===== src/rtl/core/mh3_pkg.sv =====
// Shared types, constants and a helper function for the MurmurHash3 word hash.
`timescale 1ns / 1ps

package mh3_pkg;

    // Mixing constants of MurmurHash3 x86_32.
    localparam logic [31:0] MH_C1 = 32'hcc9e2d51;
    localparam logic [31:0] MH_C2 = 32'h1b873593;
    localparam logic [31:0] MH_N  = 32'he6546b64;
    localparam logic [31:0] MH_F1 = 32'h85ebca6b;
    localparam logic [31:0] MH_F2 = 32'hc2b2ae35;

    // Byte counts with a meaning of their own.
    localparam logic [2:0] CNT_NONE = 3'd0;
    localparam logic [2:0] CNT_FULL = 3'd4;

    // One scrambled item handed from the front end to the back end.
    typedef struct packed {
        logic [31:0] k;
        logic [2:0]  cnt;
        logic        last;
    } t_mh3_item;

    // Rotate a word left by a fixed amount.
    function automatic logic [31:0] rotl32(input logic [31:0] x, input int r);
        rotl32 = (x << r) | (x >> (32 - r));
    endfunction

endpackage


===== src/rtl/core/mh3_front.sv =====
// Front end: accepts words, masks the tail and scrambles k in two stages.
`timescale 1ns / 1ps

module mh3_front
    import mh3_pkg::*;
(
    input  logic        i_clk,
    input  logic        i_rst_n,
    input  logic        i_valid,
    output logic        o_ready,
    input  logic [31:0] i_data_word,
    input  logic [2:0]  i_byte_count,
    input  logic        i_last_word,
    output logic        o_push,
    output t_mh3_item   o_item,
    input  logic        i_full
);

    logic        r1_valid;
    logic [31:0] r1_mul;
    logic [2:0]  r1_cnt;
    logic        r1_last;
    logic        r2_valid;
    t_mh3_item   r2_item;

    logic        w_adv;
    logic        w_take;
    logic [2:0]  w_cnt;
    logic [31:0] w_mask;
    logic [31:0] w_mul1;
    logic [31:0] w_mul2;

    // The pipe moves when its last stage is empty or can enter the queue.
    assign w_adv   = !r2_valid || !i_full;
    assign o_ready = w_adv;
    assign w_take  = i_valid && w_adv;
    assign o_push  = r2_valid && !i_full;
    assign o_item  = r2_item;

    // Classify: full words count four bytes, the last word is saturated at four.
    always_comb begin
        if (!i_last_word) begin
            w_cnt = CNT_FULL;
        end else if (i_byte_count > CNT_FULL) begin
            w_cnt = CNT_FULL;
        end else begin
            w_cnt = i_byte_count;
        end
        case (w_cnt)
            3'd0:    w_mask = 32'h0000_0000;
            3'd1:    w_mask = 32'h0000_00ff;
            3'd2:    w_mask = 32'h0000_ffff;
            3'd3:    w_mask = 32'h00ff_ffff;
            default: w_mask = 32'hffff_ffff;
        endcase
    end

    // The two multiplies of the scramble, one per stage.
    assign w_mul1 = (i_data_word & w_mask) * MH_C1;
    assign w_mul2 = rotl32(r1_mul, 15) * MH_C2;

    // Pipeline valid bits.
    always_ff @(posedge i_clk) begin
        if (!i_rst_n) begin
            r1_valid <= 1'b0;
            r2_valid <= 1'b0;
        end else if (w_adv) begin
            r1_valid <= w_take;
            r2_valid <= r1_valid;
        end
    end

    // Pipeline payload.
    always_ff @(posedge i_clk) begin
        if (w_adv) begin
            r1_mul       <= w_mul1;
            r1_cnt       <= w_cnt;
            r1_last      <= i_last_word;
            r2_item.k    <= w_mul2;
            r2_item.cnt  <= r1_cnt;
            r2_item.last <= r1_last;
        end
    end

endmodule


===== src/rtl/core/mh3_queue.sv =====
// Short first-in first-out queue between the front and the back end.
`timescale 1ns / 1ps

module mh3_queue
    import mh3_pkg::*;
#(
    parameter int DEPTH = 4
) (
    input  logic      i_clk,
    input  logic      i_rst_n,
    input  logic      i_push,
    input  t_mh3_item i_item,
    output logic      o_full,
    input  logic      i_pop,
    output t_mh3_item o_item,
    output logic      o_empty
);

    localparam int AW = (DEPTH > 1) ? $clog2(DEPTH) : 1;
    localparam int CW = $clog2(DEPTH + 1);
    localparam logic [AW-1:0] LAST_PTR = AW'(DEPTH - 1);
    localparam logic [CW-1:0] FULL_CNT = CW'(DEPTH);

    t_mh3_item     r_mem [DEPTH];
    logic [AW-1:0] r_wr_ptr;
    logic [AW-1:0] r_rd_ptr;
    logic [CW-1:0] r_count;

    assign o_full  = (r_count == FULL_CNT);
    assign o_empty = (r_count == '0);
    assign o_item  = r_mem[r_rd_ptr];

    // Pointers and fill count.
    always_ff @(posedge i_clk) begin
        if (!i_rst_n) begin
            r_wr_ptr <= '0;
            r_rd_ptr <= '0;
            r_count  <= '0;
        end else begin
            if (i_push) begin
                r_wr_ptr <= (r_wr_ptr == LAST_PTR) ? '0 : r_wr_ptr + 1'b1;
            end
            if (i_pop) begin
                r_rd_ptr <= (r_rd_ptr == LAST_PTR) ? '0 : r_rd_ptr + 1'b1;
            end
            if (i_push && !i_pop) begin
                r_count <= r_count + 1'b1;
            end else if (i_pop && !i_push) begin
                r_count <= r_count - 1'b1;
            end
        end
    end

    // Storage.
    always_ff @(posedge i_clk) begin
        if (i_push) begin
            r_mem[r_wr_ptr] <= i_item;
        end
    end

endmodule


===== src/rtl/core/mh3_back.sv =====
// Back end: runs the hash recurrence, folds in the length and finalizes.
`timescale 1ns / 1ps

module mh3_back
    import mh3_pkg::*;
(
    input  logic        i_clk,
    input  logic        i_rst_n,
    input  logic [31:0] i_seed,
    input  logic        i_empty,
    input  t_mh3_item   i_item,
    output logic        o_pop,
    output logic        o_valid,
    input  logic        i_ready,
    output logic [31:0] o_hash
);

    localparam logic [1:0] S_RUN  = 2'd0;
    localparam logic [1:0] S_FIN1 = 2'd1;
    localparam logic [1:0] S_FIN2 = 2'd2;
    localparam logic [1:0] S_OUT  = 2'd3;

    logic [1:0]  r_state;
    logic        r_open;
    logic [31:0] r_h;
    logic [31:0] r_len;
    logic [31:0] r_f;
    logic        r_out_valid;
    logic [31:0] r_hash;

    logic [31:0] w_base_h;
    logic [31:0] w_base_len;
    logic [31:0] w_rot;
    logic [31:0] n_h;
    logic [31:0] n_len;
    logic        w_out_free;

    assign o_pop      = (r_state == S_RUN) && !i_empty;
    assign w_out_free = !r_out_valid || i_ready;
    assign o_valid    = r_out_valid;
    assign o_hash     = r_hash;

    // A new message starts from the seed with zero length.
    assign w_base_h   = r_open ? r_h : i_seed;
    assign w_base_len = r_open ? r_len : '0;
    assign w_rot      = rotl32(w_base_h ^ i_item.k, 13);

    // One step of the recurrence: block mix, tail xor or nothing.
    always_comb begin
        if (i_item.cnt == CNT_FULL) begin
            n_h = (w_rot << 2) + w_rot + MH_N;
        end else if (i_item.cnt != CNT_NONE) begin
            n_h = w_base_h ^ i_item.k;
        end else begin
            n_h = w_base_h;
        end
        n_len = w_base_len + {29'd0, i_item.cnt};
    end

    // Output valid: set when a hash is loaded, cleared when it is taken.
    always_ff @(posedge i_clk) begin
        if (!i_rst_n) begin
            r_out_valid <= 1'b0;
        end else if ((r_state == S_OUT) && w_out_free) begin
            r_out_valid <= 1'b1;
        end else if (r_out_valid && i_ready) begin
            r_out_valid <= 1'b0;
        end
    end

    // Sequencer for absorbing and the three finalizer steps.
    always_ff @(posedge i_clk) begin
        if (!i_rst_n) begin
            r_state     <= S_RUN;
            r_open      <= 1'b0;
        end else begin
            case (r_state)
                S_RUN: begin
                    if (o_pop) begin
                        r_open <= !i_item.last;
                        if (i_item.last) begin
                            r_state <= S_FIN1;
                        end
                    end
                end
                S_FIN1: begin
                    r_state <= S_FIN2;
                end
                S_FIN2: begin
                    r_state <= S_OUT;
                end
                S_OUT: begin
                    if (w_out_free) begin
                        r_state     <= S_RUN;
                    end
                end
                default: begin
                    r_state <= S_RUN;
                end
            endcase
        end
    end

    // Accumulator, length and finalizer datapath.
    always_ff @(posedge i_clk) begin
        case (r_state)
            S_RUN: begin
                if (o_pop) begin
                    r_h   <= n_h;
                    r_len <= n_len;
                    r_f   <= n_h ^ n_len;
                end
            end
            S_FIN1: begin
                r_f <= (r_f ^ (r_f >> 16)) * MH_F1;
            end
            S_FIN2: begin
                r_f <= (r_f ^ (r_f >> 13)) * MH_F2;
            end
            S_OUT: begin
                if (w_out_free) begin
                    r_hash <= r_f ^ (r_f >> 16);
                end
            end
            default: begin
                r_f <= r_f;
            end
        endcase
    end

endmodule


===== src/rtl/core/murmur3_word_hash.sv =====
// Top level of the streaming MurmurHash3 x86_32 word hash.
`timescale 1ns / 1ps
//
// A message enters on the s_axis channel as 32-bit words, first byte in
// tdata bits 7:0. tlast marks the final word, whose byte count (tdata bits
// 34:32, 0 to 4, larger values read as 4) says how many low bytes count.
// The byte count of other words is ignored. One finalized hash leaves on
// m_axis for each message, after its last word.
// The user must write the seed through i_cfg_wr_en / i_cfg_wr_data only
// while the block is idle; the block itself does not enforce this. The seed
// is loaded at the start of every message. A word is accepted every cycle
// while the queue has room; the front end scrambles k in a two-stage multiply
// pipe and the back end takes one word per cycle from the queue while it is
// absorbing. After the last word the back end steps through three finalizer
// states, one per multiply of fmix32 plus the output load.
// Reset clears the seed to zero, empties the pipe and the queue and closes
// any open message. A stalled receiver holds the hash in the output register;
// the back end then waits before the next hash, and the queue fills before
// s_axis_tready drops.
module murmur3_word_hash
    import mh3_pkg::*;
#(
    parameter int QUEUE_DEPTH = 4
) (
    input  logic        i_clk,
    input  logic        i_rst_n,
    input  logic        i_cfg_wr_en,
    input  logic [31:0] i_cfg_wr_data,
    input  logic        s_axis_tvalid,
    output logic        s_axis_tready,
    input  logic [39:0] s_axis_tdata,   // [31:0] data_word, [34:32] byte_count, rest zero
    input  logic        s_axis_tlast,
    output logic        m_axis_tvalid,
    input  logic        m_axis_tready,
    output logic [31:0] m_axis_tdata    // [31:0] hash_value
);

    logic [31:0] r_seed;
    logic        w_push;
    logic        w_full;
    logic        w_pop;
    logic        w_empty;
    t_mh3_item   w_in_item;
    t_mh3_item   w_out_item;

    // Seed register.
    always_ff @(posedge i_clk) begin
        if (!i_rst_n) begin
            r_seed <= '0;
        end else if (i_cfg_wr_en) begin
            r_seed <= i_cfg_wr_data;
        end
    end

    mh3_front u_front (
        .i_clk        (i_clk),
        .i_rst_n      (i_rst_n),
        .i_valid      (s_axis_tvalid),
        .o_ready      (s_axis_tready),
        .i_data_word  (s_axis_tdata[31:0]),
        .i_byte_count (s_axis_tdata[34:32]),
        .i_last_word  (s_axis_tlast),
        .o_push       (w_push),
        .o_item       (w_in_item),
        .i_full       (w_full)
    );

    mh3_queue #(
        .DEPTH (QUEUE_DEPTH)
    ) u_queue (
        .i_clk   (i_clk),
        .i_rst_n (i_rst_n),
        .i_push  (w_push),
        .i_item  (w_in_item),
        .o_full  (w_full),
        .i_pop   (w_pop),
        .o_item  (w_out_item),
        .o_empty (w_empty)
    );

    mh3_back u_back (
        .i_clk   (i_clk),
        .i_rst_n (i_rst_n),
        .i_seed  (r_seed),
        .i_empty (w_empty),
        .i_item  (w_out_item),
        .o_pop   (w_pop),
        .o_valid (m_axis_tvalid),
        .i_ready (m_axis_tready),
        .o_hash  (m_axis_tdata)
    );

endmodule

===== config.mk =====
export PLATFORM = sky130hd
export DESIGN_NAME = murmur3_word_hash
export DESIGN_NICKNAME = d
export VERILOG_FILES = /design/src/rtl/core/mh3_pkg.sv /design/src/rtl/core/mh3_front.sv /design/src/rtl/core/mh3_queue.sv /design/src/rtl/core/mh3_back.sv /design/src/rtl/core/murmur3_word_hash.sv
export SDC_FILE = /design/constraint.sdc
export NUM_CORES = 2
export LEC_CHECK = 0
export BUFFER_PORTS_ARGS = -buffer_cell sky130_fd_sc_hd__buf_2
export CELL_PAD_IN_SITES_DETAIL_PLACEMENT = 0
export CELL_PAD_IN_SITES_GLOBAL_PLACEMENT = 1
export CORE_MARGIN = 5
export CORE_UTILIZATION = 45
export DETAILED_ROUTE_END_ITERATION = 7
export PLACE_DENSITY_LB_ADDON = 0.12
export SLEW_MARGIN = 10
export SYNTH_ARGS = -nofsm -noshare
export SYNTH_HDL_FRONTEND = slang
export SYNTH_SLANG_ARGS = --single-unit
export TNS_END_PERCENT = 100

===== constraint.sdc =====
create_clock -name i_clk -period 11.23 [get_ports i_clk]
set_clock_uncertainty 0.2 [all_clocks]
set_input_delay 1.6845 -clock i_clk [delete_from_list [all_inputs] [get_ports i_clk]]
set_output_delay 1.6845 -clock i_clk [all_outputs]
set_load 0.01 [all_outputs]

# Word-level counts from Yosys, hierarchy flattened
# Memory sizes are Yosys's and may differ from the RTL's. A register that Yosys moved wholly into a read port is not among the register bits.
# Cells that the tools add are included.
[word_totals]
register_bits = 245
in_bits = 78
n_memories = 1
ram_bits = 144
[classes]
n_bitwise = 7
multipliers = 4
add_sub_neg = 7
reduce_logical = 27
magnitude_cmp = 1
mux = 23
eq_ne = 13
[mem_list]
columns = ["memory", "words", "width", "rd", "rd_ports_with_merged_regs", "write_ports", "line_no", "rtl"]
rows = [
  ["u_queue.r_mem", 4, 36, 1, 1, 1, "mh3_queue.sv:24", "t_mh3_item r_mem [DEPTH];"],
]
[op_table]
columns = ["op", "n"]
rows = [
  ["$mux 32", 5],
  ["$pmux 32 s4", 1],
  ["$pmux 32 s3", 1],
  ["$mul 32x31->32 const B", 2],
  ["$xor 32x32->32", 2],
  ["$add 32x3->32", 1],
  ["$add 32x32->32", 1],
  ["$add 32x32->32 const B", 1],
  ["$and 32x32->32", 1],
  ["$mul 32x29->32 const B", 1],
  ["$mul 32x32->32 const B", 1],
  ["$or 32x13->32", 1],
  ["$or 32x15->32", 1],
  ["$xor 32x16->32", 1],
  ["$xor 32x19->32", 1],
  ["$mux 2", 7],
  ["$mux 3", 4],
  ["$eq 2x2->1 const B", 4],
  ["$pmux 2 s4", 1],
  ["$logic_and 1x1->1", 7],
  ["$logic_not 1->1", 7],
  ["$eq 3x2->1 const B", 2],
  ["$eq 3x3->1 const B", 2],
  ["$logic_not 3->1", 2],
  ["15 further kinds", 25],
]

# Logic depth before layout (Yosys ltp)
[logic_depth]
ltp_word = 9
depth_mapped = 29
ltp_nobuf = 28

# Modules after synthesis
# From an unflattened synthesis, not the netlist that was laid out.
[hier_totals]
cells_unflattened = 4874
area_unflattened_um2 = 52446.6
[by_module_without_submodules]
columns = ["mod", "cells_each", "area_each_um2", "n_inst"]
rows = [
  ["mh3_back", 2673, 26653.1, 1],
  ["mh3_front", 1866, 18843.1, 1],
  ["mh3_queue", 232, 5706.7, 1],
  ["murmur3_word_hash", 103, 1243.7, 1],
]

# Worst setup path before layout
# OpenSTA, ideal clock, no wires.
[synth_timing]
path_kind = "input port to flip-flop"
startpoint = "input port s_axis_tdata[34]"
endpoint = "register u_front.r1_mul[31] (data pin)"
n_path_buf = 1
cell_stages = 26
arrival_ns = 7.889
path_slack_ns = 2.881
required_time_ns = 10.770
setup_ns = 0.260
path_cell_list = "nand2b_1 > nand2b_1 > clkbuf_1 > nand2_1 > inv_1 > ha_1 > inv_1 > fa_1 > fa_1 > inv_1 > fa_1 > fa_1 > fa_1 > inv_1 > fa_1 > inv_1 > ha_1 > ha_1 > a21o_1 > nand2b_1 > a21oi_1 > o21ai_1 > o31ai_1 > o2111ai_1 > a21oi_1 > xnor2_1"
[synth_via]
elab_chain_len = 7
elab_cells_between_ends = 10
cone_classes = "mul (1); order compare (1); eq/ne (3); mux (3); bitwise (1); reduce/logical (1)"
[synth_rtl]
columns = ["element", "line_no", "rtl"]
rows = [
  ["from (decl)", "murmur3_word_hash.sv:31", "input logic [39:0] s_axis_tdata,"],
  ["$gt 3x3->1", "mh3_front.sv:44", "end else if (i_byte_count > CNT_FULL) begin"],
  ["$mux 3 *", "mh3_front.sv:44", ""],
  ["$mux 3 *", "mh3_front.sv:42", "if (!i_last_word) begin"],
  ["$eq 3x2->1, or another cell as far along", "mh3_front.sv:49", "case (w_cnt)"],
  ["$pmux 32 s4 *", "mh3_front.sv:49", ""],
  ["$and 32x32->32 *", "mh3_front.sv:59", "assign w_mul1 = (i_data_word & w_mask) * MH_C1;"],
  ["$mul 32x31->32 *", "mh3_front.sv:59", ""],
  ["named net u_front.w_mul1[31]", "mh3_front.sv:30", "logic [31:0] w_mul1;"],
  ["to (signal assigned)", "mh3_front.sv:76", "r1_mul <= w_mul1;"],
  ["to (decl)", "mh3_front.sv:20", "logic [31:0] r1_mul;"],
]
# Mark *: on every way through the listed nets, which the timed path passes. The rest lies on a longest branch.
# A chain may end at the register's enable or synchronous reset.

# Worst setup path in the final report
# Ends and elaborated chain as after synthesis.

==> out/metrics.cfg <==
[clock_network]
clkSlewWorstSetupHoldPaths_ns = 0.08
cts_buffers = 46
clock_path_buffers = 3
cts_max_level = 2
cts_tree = yes
clock_latency_ns = 0.63
clock_tree.root_cell = clkbuf_16
holdBufCountCts = 0
cts.sinks = 391
cts_resized = 0
post-cts-setup-buffers = 0

[setup_path]
start_kind = input pin
worstRegToRegCells = 23
crit_path_end_kind = register
arrival_ns = 9.15
path_buf_inv = 6
r2r-start = u_back.r_f[26]
r2r_slack_ns = 2.43
criticalPathCategory = input pin to register
slowest_delay_ns = 0.55
crit_family = adder cells
critPathMaxFanout = 12
cp_slowest_cell = fa_1
cp.required_ns = 11.41
crit_top_cell = fa_1
r2r-end = u_back.r_f[30]

[placed_design]
io_buffers = 106
place_area_sq_um = 54590
place_ws_ns = 1.652
place_congestion = 0.9207
place_hpwl_microns = 123100

[synthesis]
ys_top_cells_by_area = fa_1, edfxtp_1, ha_1
syn_nets = 6480
async_flop_share_pct = 0
synth-seq-area-share_pct = 21.62
synth_warnings = 0
synth_edf_count = 344
netlist_area_sq_um = 52130
synth_top_area_cell = fa_1
synth_seq_cells = 391
synth-main-ff-cell = edfxtp_1
synth_top_area_share_pct = 27.76
synth_cell_types = 76
synth.avg_cell_area_sq_um = 10.68
synthCells = 4881

[floorplanning]
chipWidth_microns = 350.4
dieArea_sq_um = 122800
core_area_sq_um = 114700
die_y_microns = 350.4
io_pins = 112
placement_rows = 124
start_util_pct = 45.47

[detailed_routing]
wirelength_microns = 145100
firstDrtPassIters = 7
via_per_inst = 5.112
wire_per_inst_microns = 22.15
dr_total_vias = 33491
drcViolationCount = 0
ant_nets = 0
drtIter0Drc = 1848

[sta]
finalMaxSlewViolations = 0
tightest_slew_ns = 1.093
worst_slack_ns = 2.259
setup_tns_ns = 0
timing_hold_violations_final = 0
rsz0062_at_grt = false
period_minus_slack_ns = 8.971
finalSetupViolCount = 0
max_freq_mhz = 111.5
slew_headroom_pct = 27.12
finalCritPeriodShare_pct = 79.88

[global_route]
grt.busiest_layer = met2
grt_start_max_net_pins = 66
grt_usage_pct = 24.07
grtUsageMet1_pct = 32.12
antenna_found_initial = 1
grtUsageMet2_pct = 41.81
grt_pass1_wl_microns = 220500
grt_overflow_total = 0
grt_use_met3_pct = 2.570
first_global_vias = 35295

[layout]
diodes = 0
areaGrowthSynthToFinish_pct = 7.757
final_common_cell = inv_1
fillers = 10793
utilization_pct = 48.99
nNetsFinal = 6601
fin_area_sq_um = 56180
drive_gt1_share_pct = 5.676
final_cell_mix = inv_1, ha_1, fa_1

[min_path]
hold_end = u_front.o_item[0]
holdPathStages = 0
worstHoldStart = u_front.r1_last
hp-class = register to register

[status]
status = completed

[job]
maxCapViolations = 0

[final cells by class]
| class | instances | area (sq um) | area share, % |
|---|---|---|---|
| multi-input combinational | 3096 | 35630 | 63.43 |
| clock buffer | 61 | 1299 | 2.312 |
| timing repair buffer | 148 | 845.8 | 1.506 |
| inverter | 1319 | 4952 | 8.816 |
| sequential | 391 | 11270 | 20.07 |
| tap | 1512 | 1892 | 3.368 |
| clock inverter | 24 | 282.8 | 0.5034 |
[worst reg2reg max path, cell delays in order (launching register included)]
cell      delay [ns]
edfxtp_1        0.55
xor2_1          0.84
inv_1           0.35
fa_1            0.65
fa_1            0.44
fa_1            0.50
inv_1           0.06
fa_1            0.50
inv_1           0.06
fa_1            0.49
fa_1            0.49
inv_1           0.05
fa_1            0.50
fa_1            0.45
ha_1            0.34
nand3_1         0.15
nor2_1          0.10
a221oi_1        0.31
o21ai_1         0.21
a21oi_1         0.26
a21oi_1         0.11
xnor2_1         0.36
nor2_1          0.08
or4_1           0.50
[Yosys cell counts (6+ instances only)]
cell type / n
inv_1: 1319
ha_1: 798
fa_1: 723
edfxtp_1: 344
xnor2_1: 290
nand2_1: 161
a21oi_1: 137
nor2_1: 110
o21ai_0: 104
xor2_1: 93
mux2i_1: 74
nor2b_1: 64
clkbuf_1: 52
a21o_1: 49
dfxtp_1: 47
and2_1: 43
and3_1: 40
o21a_1: 38
mux4_2: 36
o21bai_1: 31
nand3_1: 30
a211oi_1: 26
a221oi_1: 26
nor3_1: 26
nand2b_1: 21
or3_1: 20
a31oi_1: 17
buf_2: 14
nand4_1: 12
a21boi_0: 11
o21ai_1: 11
buf_1: 9
a211o_1: 8
o211ai_1: 8
nor3b_1: 6
[worst max-delay path by stage]
| stage | from | to | slack, ns | depth (start not counted) |
|---|---|---|---|---|
| after floorplan | s_axis_tdata[34] | u_front.r1_mul[31] | 2.88 | 26 |
| after global placement | s_axis_tdata[34] | u_front.r1_mul[31] | 1.69 | 26 |
| final | s_axis_tdata[34] | u_front.r1_mul[31] | 2.26 | 26 |
| after detailed placement | s_axis_tdata[34] | u_front.r1_mul[31] | 1.65 | 26 |
| after global routing | s_axis_tdata[34] | u_front.r1_mul[31] | 1.83 | 26 |
| after CTS | s_axis_tdata[34] | u_front.r1_mul[31] | 2.31 | 26 |
[flip-flops by register name (all words and copies together) (netlist names), 2 cells and up, named ones only]
signal and count:
u_back.o_hash 32, u_front.r1_mul 32, u_front.o_item 36, u_back.r_f 32, u_queue.r_rd_ptr 2, u_queue.r_mem 144
u_queue.r_count 3, u_back.r_state 2, u_back.r_len 32, r_seed 32, u_front.r1_cnt 3, u_back.r_h 32
u_queue.r_wr_ptr 2
[metrics by stage]
stage          std cells  hold WS (ns)
2_1_floorplan       4881        0.2003
3_3_place_gp        6466        0.2034
3_5_place_dp        6466        0.2054
4_1_cts             6551        0.2201
5_1_grt             6551        0.2234
6_report            6551        0.2230
[routing by layer]
| layer | routed length, microns | part of all wire (%) | vias to the layer above |
|---|---|---|---|
| li1 | - | - | 15868 |
| met1 | 62500 | 43 | 16817 |
| met2 | 72190 | 50 | 645 |
| met3 | 5545 | 3.8 | 161 |
| met4 | 4899 | 3.4 | 0 |
| met5 | 0 | 0 | - |
[kinds of logic (layout without fill, tap and decap cells)]
family	after synthesis	after routing	synth area share [%]
adder cells (fa/ha/maj)	1521	1521	46.92
buffers and inverters	1394	1552	10.07
AND/OR/NAND/NOR	553	553	5.321
AO/OA/AOI/OAI	525	525	6.564
flip-flops	391	391	21.62
XOR/XNOR	384	384	6.466
multiplexers	113	113	3.041
Power is not shown: default switching activity piles up to over one toggle a cycle in this logic, so the estimate is an artifact.
